===== src/h2r_pkg.sv =====
// Shared types and constants for the HSL to RGB converter.
// No dependencies; used by h2r_channel and hsl_to_rgb_converter_core.
`timescale 1ns / 1ps

package h2r_pkg;

	// Hue scale in 1/16 degree steps.
	localparam int unsigned HUE_FULL  = 5760;
	localparam int unsigned HUE_THIRD = 1920;
	localparam int unsigned HUE_TWO   = 3840;
	localparam int unsigned HUE_SIXTH = 960;

	// Q1.8 unit and half, and the full scale of a mixed channel value (256 * 960).
	localparam int unsigned UNIT_Q8   = 256;
	localparam int unsigned HALF_Q8   = 128;
	localparam int unsigned MIX_SCALE = 245760;

	// The output scale 255 / (256 * 245760) reduces to 17 / 2^22.
	localparam int unsigned OUT_MUL   = 17;
	localparam int unsigned OUT_SHIFT = 22;
	localparam logic [7:0]  LEVEL_MAX = 8'd255;

	typedef logic [12:0]        hue_t;
	typedef logic [8:0]         q18_t;
	typedef logic [9:0]         weight_t;
	typedef logic signed [9:0]  lmul_t;
	typedef logic signed [21:0] mix_t;
	typedef logic signed [31:0] acc_t;
	typedef logic [7:0]         level_t;

	// Stage advance enables for the per-channel datapath.
	typedef struct packed {
		logic en_s3;
		logic en_s4;
		logic en_s5;
	} h2r_adv_t;

endpackage


===== src/h2r_channel.sv =====
// One color channel of the converter: saturation mix, lightness mix and output scaling.
// Depends on h2r_pkg; instantiated three times by hsl_to_rgb_converter_core.
`timescale 1ns / 1ps

module h2r_channel (
	input  logic              clk,
	input  h2r_pkg::h2r_adv_t adv,
	input  h2r_pkg::q18_t     sat_s2,
	input  h2r_pkg::weight_t  weight_s2,
	input  h2r_pkg::mix_t     base_s2,
	input  h2r_pkg::lmul_t    lmul_s3,
	input  h2r_pkg::acc_t     offset_s3,
	output h2r_pkg::level_t   level
);

	logic [18:0]          sn;
	h2r_pkg::mix_t        c_next;
	h2r_pkg::mix_t        c_s3;
	h2r_pkg::acc_t        lc;
	h2r_pkg::acc_t        x_next;
	h2r_pkg::acc_t        x_s4;
	logic signed [36:0]   p;
	h2r_pkg::level_t      level_next;
	h2r_pkg::level_t      level_s5;

	// Saturation mix: C = 2*S*n + (256 - S)*960.
	assign sn     = 19'(sat_s2) * 19'(weight_s2);
	assign c_next = $signed({2'b00, sn, 1'b0}) + base_s2;

	// Lightness mix: X = lmul * C + offset.
	assign lc     = 32'(lmul_s3) * 32'(c_s3);
	assign x_next = lc + offset_s3;

	// Scale by 17 / 2^22, truncate, and saturate to the 8-bit range.
	assign p = (37'(x_s4) <<< 4) + 37'(x_s4);

	always_comb begin
		if (p[36] || (p == 37'sd0)) begin
			level_next = '0;
		end else if (p[36:30] != 7'd0) begin
			level_next = h2r_pkg::LEVEL_MAX;
		end else begin
			level_next = p[29:22];
		end
	end

	// Pipeline registers for stages three to five.
	always_ff @(posedge clk) begin
		if (adv.en_s3) begin
			c_s3 <= c_next;
		end
		if (adv.en_s4) begin
			x_s4 <= x_next;
		end
		if (adv.en_s5) begin
			level_s5 <= level_next;
		end
	end

	assign level = level_s5;

endmodule


===== src/hsl_to_rgb_converter_core.sv =====
// Top level of the HSL to RGB converter: hue wrap, sector weights and stage control.
// Depends on h2r_pkg and h2r_channel.
//
// Channel   Valid       Stall       Word
// input     hsl_valid   hsl_stall   hue, saturation, lightness
// output    rgb_valid   rgb_stall   red_level, green_level, blue_level
//
// One word can enter every cycle, unless rgb_stall holds the output while every stage is occupied.
// The stages are hue wrap, sector weights, saturation multiply, lightness multiply, scaling.
// Each stage advances when it is empty or the stage after it advances, so bubbles close up.
// rgb_stall holds the output word; hsl_stall rises only when every stage is occupied.
// arst_n clears the stage valid bits; data registers are not reset.
`timescale 1ns / 1ps

module hsl_to_rgb_converter_core (
	input  logic            clk,
	input  logic            arst_n,
	input  logic            hsl_valid,
	output logic            hsl_stall,
	input  h2r_pkg::hue_t   hue,
	input  h2r_pkg::q18_t   saturation,
	input  h2r_pkg::q18_t   lightness,
	output logic            rgb_valid,
	input  logic            rgb_stall,
	output h2r_pkg::level_t red_level,
	output h2r_pkg::level_t green_level,
	output h2r_pkg::level_t blue_level
);

	logic v_s1, v_s2, v_s3, v_s4, v_s5;
	logic en_s1, en_s2;
	h2r_pkg::h2r_adv_t adv;

	h2r_pkg::hue_t    hue_next;
	h2r_pkg::hue_t    hue_s1;
	h2r_pkg::q18_t    sat_s1, lit_s1;

	h2r_pkg::hue_t    raw_r, raw_g, raw_b;
	h2r_pkg::weight_t wr_s2, wg_s2, wb_s2;
	h2r_pkg::q18_t    sat_s2;
	logic signed [10:0] sdiff;
	h2r_pkg::mix_t    base_next, base_s2;
	h2r_pkg::lmul_t   lmul_next, lmul_s2, lmul_s3;
	logic [9:0]       ltwo;
	h2r_pkg::acc_t    offset_next, offset_s2, offset_s3;

	function automatic h2r_pkg::weight_t clamp_weight(input h2r_pkg::hue_t x);
		if (x > 13'(h2r_pkg::HUE_SIXTH)) begin
			return 10'(h2r_pkg::HUE_SIXTH);
		end
		return x[9:0];
	endfunction

	// Stage enables: a stage moves when it is empty or its successor moves.
	assign adv.en_s5 = !v_s5 || !rgb_stall;
	assign adv.en_s4 = !v_s4 || adv.en_s5;
	assign adv.en_s3 = !v_s3 || adv.en_s4;
	assign en_s2     = !v_s2 || adv.en_s3;
	assign en_s1     = !v_s1 || en_s2;
	assign hsl_stall = !en_s1;
	assign rgb_valid = v_s5;

	always_ff @(posedge clk or negedge arst_n) begin
		if (!arst_n) begin
			v_s1 <= 1'b0;
			v_s2 <= 1'b0;
			v_s3 <= 1'b0;
			v_s4 <= 1'b0;
			v_s5 <= 1'b0;
		end else begin
			if (en_s1) begin
				v_s1 <= hsl_valid;
			end
			if (en_s2) begin
				v_s2 <= v_s1;
			end
			if (adv.en_s3) begin
				v_s3 <= v_s2;
			end
			if (adv.en_s4) begin
				v_s4 <= v_s3;
			end
			if (adv.en_s5) begin
				v_s5 <= v_s4;
			end
		end
	end

	// Stage one: bring a hue above the full circle back into range.
	assign hue_next = (hue > 13'(h2r_pkg::HUE_FULL)) ? (hue - 13'(h2r_pkg::HUE_FULL)) : hue;

	always_ff @(posedge clk) begin
		if (en_s1) begin
			hue_s1 <= hue_next;
			sat_s1 <= saturation;
			lit_s1 <= lightness;
		end
	end

	// Stage two: sector weights before clamping.
	always_comb begin
		if (hue_s1 < 13'(h2r_pkg::HUE_THIRD)) begin
			raw_r = 13'(h2r_pkg::HUE_THIRD) - hue_s1;
			raw_g = hue_s1;
			raw_b = '0;
		end else if (hue_s1 < 13'(h2r_pkg::HUE_TWO)) begin
			raw_r = '0;
			raw_g = 13'(h2r_pkg::HUE_TWO) - hue_s1;
			raw_b = hue_s1 - 13'(h2r_pkg::HUE_THIRD);
		end else begin
			raw_r = hue_s1 - 13'(h2r_pkg::HUE_TWO);
			raw_g = '0;
			raw_b = 13'(h2r_pkg::HUE_FULL) - hue_s1;
		end
	end

	// Stage two: grey term of the saturation mix and the lightness factors.
	assign sdiff     = 11'(h2r_pkg::UNIT_Q8) - $signed({2'b00, sat_s1});
	assign base_next = 22'(sdiff) * 22'(h2r_pkg::HUE_SIXTH);
	assign ltwo      = {lit_s1, 1'b0} - 10'(h2r_pkg::UNIT_Q8);

	always_comb begin
		if (lit_s1 < 9'(h2r_pkg::HALF_Q8)) begin
			lmul_next   = $signed({1'b0, lit_s1});
			offset_next = '0;
		end else begin
			lmul_next   = 10'(h2r_pkg::UNIT_Q8) - $signed({1'b0, lit_s1});
			offset_next = $signed(32'(ltwo) * 32'(h2r_pkg::MIX_SCALE));
		end
	end

	always_ff @(posedge clk) begin
		if (en_s2) begin
			wr_s2     <= clamp_weight(raw_r);
			wg_s2     <= clamp_weight(raw_g);
			wb_s2     <= clamp_weight(raw_b);
			sat_s2    <= sat_s1;
			base_s2   <= base_next;
			lmul_s2   <= lmul_next;
			offset_s2 <= offset_next;
		end
		if (adv.en_s3) begin
			lmul_s3   <= lmul_s2;
			offset_s3 <= offset_s2;
		end
	end

	// Stages three to five, one datapath per color.
	h2r_channel u_red (
		.clk       (clk),
		.adv       (adv),
		.sat_s2    (sat_s2),
		.weight_s2 (wr_s2),
		.base_s2   (base_s2),
		.lmul_s3   (lmul_s3),
		.offset_s3 (offset_s3),
		.level     (red_level)
	);

	h2r_channel u_green (
		.clk       (clk),
		.adv       (adv),
		.sat_s2    (sat_s2),
		.weight_s2 (wg_s2),
		.base_s2   (base_s2),
		.lmul_s3   (lmul_s3),
		.offset_s3 (offset_s3),
		.level     (green_level)
	);

	h2r_channel u_blue (
		.clk       (clk),
		.adv       (adv),
		.sat_s2    (sat_s2),
		.weight_s2 (wb_s2),
		.base_s2   (base_s2),
		.lmul_s3   (lmul_s3),
		.offset_s3 (offset_s3),
		.level     (blue_level)
	);

`ifndef SYNTHESIS
	// Input is refused only when every stage holds a word and the output is held.
	a_stall_full: assert property (@(posedge clk) disable iff (!arst_n)
		hsl_stall |-> (v_s1 && v_s2 && v_s3 && v_s4 && v_s5 && rgb_stall))
		else $error("input stalled while the pipeline has room");

	// At most two sector weights are nonzero in any hue.
	a_two_weights: assert property (@(posedge clk) disable iff (!arst_n)
		v_s2 |-> (wr_s2 == 10'd0 || wg_s2 == 10'd0 || wb_s2 == 10'd0))
		else $error("three nonzero sector weights");

	// Weights never exceed the 60 degree span.
	a_weight_max: assert property (@(posedge clk) disable iff (!arst_n)
		v_s2 |-> (wr_s2 <= 10'd960 && wg_s2 <= 10'd960 && wb_s2 <= 10'd960))
		else $error("sector weight above one");

	// A held output word keeps its valid bit into the next cycle.
	a_hold_s5: assert property (@(posedge clk) disable iff (!arst_n)
		(v_s5 && rgb_stall) |=> (v_s5 && $stable(red_level) && $stable(blue_level)))
		else $error("stalled output word lost");
`endif

endmodule


===== config.mk =====
export PLATFORM = sky130hd
export DESIGN_NAME = hsl_to_rgb_converter_core
export DESIGN_NICKNAME = d
export VERILOG_FILES = /design/src/h2r_pkg.sv /design/src/h2r_channel.sv /design/src/hsl_to_rgb_converter_core.sv
export SDC_FILE = /design/constraint.sdc
export NUM_CORES = 2
export LEC_CHECK = 0
export BUFFER_PORTS_ARGS = -buffer_cell sky130_fd_sc_hd__clkbuf_2
export CAP_MARGIN = 20
export CORE_ASPECT_RATIO = 0.75
export CORE_MARGIN = 2
export CORE_UTILIZATION = 65
export DETAILED_ROUTE_END_ITERATION = 10
export HOLD_SLACK_MARGIN = 0.15
export PLACE_DENSITY = 0.85
export SKIP_LAST_GASP = 1
export SLEW_MARGIN = 20
export SYNTH_ARGS = -nofsm -noshare
export SYNTH_HDL_FRONTEND = slang
export SYNTH_HIERARCHICAL = 1
export SYNTH_SLANG_ARGS = --single-unit

===== constraint.sdc =====
create_clock -name clk -period 8.2 [get_ports clk]
set_input_delay 0.82 -clock clk [delete_from_list [all_inputs] [get_ports clk]]
set_output_delay 0.82 -clock clk [all_outputs]
set_load 0.005 [all_outputs]

==> reports/summary.txt <==
GLOBAL ROUTING
---------------------------------------------------------------------------------
Number of antenna violations at the first check in global routing               1
First-pass GRT wire length                                               203.4 mm
Aggregate global routing overflow                                               0
Via count of the first global-routing pass                                 40.51k
Global-route usage over all layers                                         29.67%
Largest net degree at the start of global routing                              67

SYNTH
---------------------------------------------------------------------------------
Largest area contributor in the synthesized netlist                  sky130_fd_sc_hd__fa_1
Portion of synthesized cell area occupied by the leading cell type         31.64%
Share of flip-flops with an asynchronous set or reset                      1.553%
Main synth FF type                                                   sky130_fd_sc_hd__edfxtp_1
Cells after Synth                                                            5546
Sequential fraction of the synthesis area                                  17.91%
Syn_area_per_cell                                                       9.708 um2
Number of register bits inferred by synthesis                                 322
Number of warnings printed during yosys synthesis                               6
Ranking of synthesized cells by area                                 sky130_fd_sc_hd__fa_1 32%, sky130_fd_sc_hd__edfxtp_1 18%, sky130_fd_sc_hd__ha_1 13%
Number of distinct library cells after synthesis                              106
Netlist Area Pre-Place                                                0.05384 mm2
Number of enable-type register cells in the synthesized netlist               317

CLOCK NETWORK
---------------------------------------------------------------------------------
Clock Tree Buf Depth                                                            3
Clock root buffer master                                             sky130_fd_sc_hd__clkbuf_16
Worst skew pair latency                                                   0.62 ns
Clock tree from TritonCTS                                                    done
H-tree depth reported by CTS                                                    2
Number of gates given a new drive strength after cts                            0
Clock buffers created by TritonCTS                                             39
Clk sinks                                                                     322
Clock-pin slew on the worst setup and hold paths                          0.07 ns
Number of setup buffers added after CTS                                         0

PLACE
---------------------------------------------------------------------------------
Number of input and output port buffers inserted                               60
Placed wire-length estimate                                              97.59 mm
Gpl congestion                                                             0.9038

ROUTE
---------------------------------------------------------------------------------
Wire length after detailed routing                                       123.2 mm
Number of iterations in the first detailed-routing pass                         6
Number of nets with antenna violations after routing                            0
Detailed router's first-iteration violation count                            3153
Post-detailed-route via-to-cell ratio                                       5.821
Via total after detailed routing                                           39.17k
DR WL/cell                                                               18.30 um
DRC Markers                                                                     0

FLOORPLANNING
---------------------------------------------------------------------------------
IO Count                                                                       61
Row Count                                                                      91
Die boundary height                                                      253.2 um
Starting density of the core                                               65.59%
Total die area                                                        0.08517 mm2
Standard cell core area                                               0.08209 mm2
Die width                                                                336.3 um

WORST HOLD PATH
---------------------------------------------------------------------------------
Hold crit path type                                                     in -> reg
Number of cells on the worst hold path                                          1

STA
---------------------------------------------------------------------------------
Sum of negative setup slack                                                  0 ns
Maximum operating frequency                                            0.1470 GHz
Number of endpoints with negative hold slack in the final report                0
Worst Clk Skew                                                         0.04569 ns
Max-slew headroom at the worst pin                                         32.38%
Endpoints failing setup                                                         0
Share of the clock period used by the worst path after layout              82.95%
Worst Tran Pin Value                                                     1.014 ns
Setup repair after global routing missed its margin                            no
Max-slew violation total from the final report                                  0
Min Clock Period, post-route                                             6.802 ns

LAYOUT
---------------------------------------------------------------------------------
Area grow syn2layout                                                       5.345%
Most common cell after layout, fill and taps aside                   sky130_fd_sc_hd__inv_1
Net total in the final layout                                                7026
Proportion of layout cells with a drive suffix above 1                     3.707%
Commonest non-fill, non-tap cells in the layout                      993 x sky130_fd_sc_hd__inv_1, 851 x sky130_fd_sc_hd__fa_1, 559 x sky130_fd_sc_hd__ha_1

WORST SETUP PATH
---------------------------------------------------------------------------------
Element type at the critical path end                                        flop
Critical Setup Path Class                                              reg -> reg
Startpoint kind of the worst setup timing path                               flop
FF-to-FF path depth                                                            27
Crit Path Max Fanout                                                           20
Data required time of the worst path                                      8.53 ns
Data arrival time of the critical path                                    7.13 ns

STATUS
---------------------------------------------------------------------------------
Run status                                                           finished clean

RUN
---------------------------------------------------------------------------------
Count of max-cap constraint violations                                          0

==> logic make-up after synthesis <==
kind of cell	Yosys count	synth area share (%)
XOR/XNOR	271	4.408
AO/OA/AOI/OAI	778	9.651
adder cells (fa/ha/maj)	1411	44.65
flip-flops	322	17.91
multiplexers	14	0.2765
other	1	0.006965
buffers and inverters	1169	8.196
AND/OR/NAND/NOR	1580	14.90
==> area by class of cell <==
cell class	instances	area, um2
timing repair buffer	92	618.1
clock inverter	23	198.9
multi-input combinational	4132	40090
tap	1116	1396
antenna	2	5.005
sequential	322	9644
fill	5909	25370
inverter	994	3732
clock buffer	48	1031
==> per-layer routing <==
layer / wire (um) / track usage (%) / vias to the layer above
met5: 13 / 0 / -
met4: 3089 / 7.867 / 2
met2: 54940 / 45.63 / 1742
li1: - / - / 17860
met1: 53020 / 42.46 / 19330
met3: 12100 / 6.954 / 239
==> synth_stat cells, drive strengths merged, types with 16 or more instances <==
| library cell | instances |
|---|---|
| a21o | 82 |
| a21oi | 242 |
| nor3 | 66 |
| clkbuf | 161 |
| a2111oi | 16 |
| nor2 | 185 |
| or3 | 31 |
| nand3 | 49 |
| a31oi | 24 |
| nor2b | 41 |
| nor4 | 17 |
| a211oi | 36 |
| o21ai | 148 |
| nand4 | 18 |
| o21bai | 34 |
| and3 | 34 |
| edfxtp | 317 |
| nand2b | 79 |
| and2 | 469 |
| o21a | 40 |
| inv | 994 |
| xnor2 | 202 |
| ha | 559 |
| o211ai | 28 |
| nand2 | 547 |
| o31ai | 16 |
| xor2 | 69 |
| fa | 851 |
==> flip-flops by register name, summed over array words and instances, names as in the netlist, 8 cells and up <==
name	flops
u_green/x_s4	32
u_red/level	8
wr_s2	10
u_red/c_s3	22
offset_s3	13
base_s2	15
lit_s1	9
hue_s1	13
u_blue/level	8
lmul_s3	10
sat_s2	9
wg_s2	10
u_green/level	8
u_blue/x_s4	32
u_blue/c_s3	22
wb_s2	10
lmul_s2	10
u_green/c_s3	22
u_red/x_s4	32
offset_s2	13
sat_s1	9
==> worst paths after layout <==
check	startpoint	end	slack, ns
max	sat_s2[0]	u_red/c_s3[20]	1.40
min	lightness[5]	lit_s1[5]	0.39
max reg2reg	sat_s2[0]	u_red/c_s3[20]	1.40
min reg2reg	offset_s2[22]	offset_s3[22]	0.42
max in group asynchronous	arst_n	v_s2	7.50
min in group asynchronous	arst_n	v_s1	0.57
==> worst max-delay path, cell delays in order, from the launching register on <==
cell and delay, ns:
sky130_fd_sc_hd__edfxtp_1 0.78, sky130_fd_sc_hd__buf_4 0.39, sky130_fd_sc_hd__nand2_1 0.12, sky130_fd_sc_hd__fa_1 0.54, sky130_fd_sc_hd__inv_1 0.04, sky130_fd_sc_hd__ha_1 0.27, sky130_fd_sc_hd__ha_1 0.28, sky130_fd_sc_hd__inv_1 0.05
sky130_fd_sc_hd__fa_1 0.47, sky130_fd_sc_hd__inv_1 0.04, sky130_fd_sc_hd__ha_1 0.21, sky130_fd_sc_hd__fa_1 0.46, sky130_fd_sc_hd__a21o_1 0.19, sky130_fd_sc_hd__a21oi_1 0.21, sky130_fd_sc_hd__o21bai_1 0.09, sky130_fd_sc_hd__a21oi_1 0.21
sky130_fd_sc_hd__inv_1 0.06, sky130_fd_sc_hd__a21oi_1 0.25, sky130_fd_sc_hd__inv_1 0.06, sky130_fd_sc_hd__a21oi_1 0.22, sky130_fd_sc_hd__xnor2_1 0.10, sky130_fd_sc_hd__ha_1 0.25, sky130_fd_sc_hd__or3_1 0.40, sky130_fd_sc_hd__o2111ai_1 0.28
sky130_fd_sc_hd__a31oi_1 0.16, sky130_fd_sc_hd__o21a_1 0.20, sky130_fd_sc_hd__nor2_1 0.11, sky130_fd_sc_hd__xnor2_1 0.08
==> through the flow <==
step | setup slack (ns) | utilization (%) | instances | hold WS (ns) | instance area [um2]
after floorplan | 1.989 | - | 5623 | 0.4003 | 54130
final | 1.398 | 69.09 | 6729 | 0.3886 | 56720
after detailed placement | 1.523 | 67.57 | 6655 | 0.4045 | 55470
after global routing | 1.046 | 69.08 | 6727 | 0.3644 | 56710
after CTS | 1.481 | 69.08 | 6727 | 0.3614 | 56710
after global placement | 1.675 | 67.57 | 6655 | 0.4027 | 55470
==> repair_timing <==
item / 4_1_cts / 5_1_grt
setup endpoints to repair: 0 / 0
hold buffers: 1 / 0
endpoints found under the hold margin: 5 / 0
Power is not shown: default switching activity piles up to over one toggle a cycle in this logic, so the estimate is an artifact.
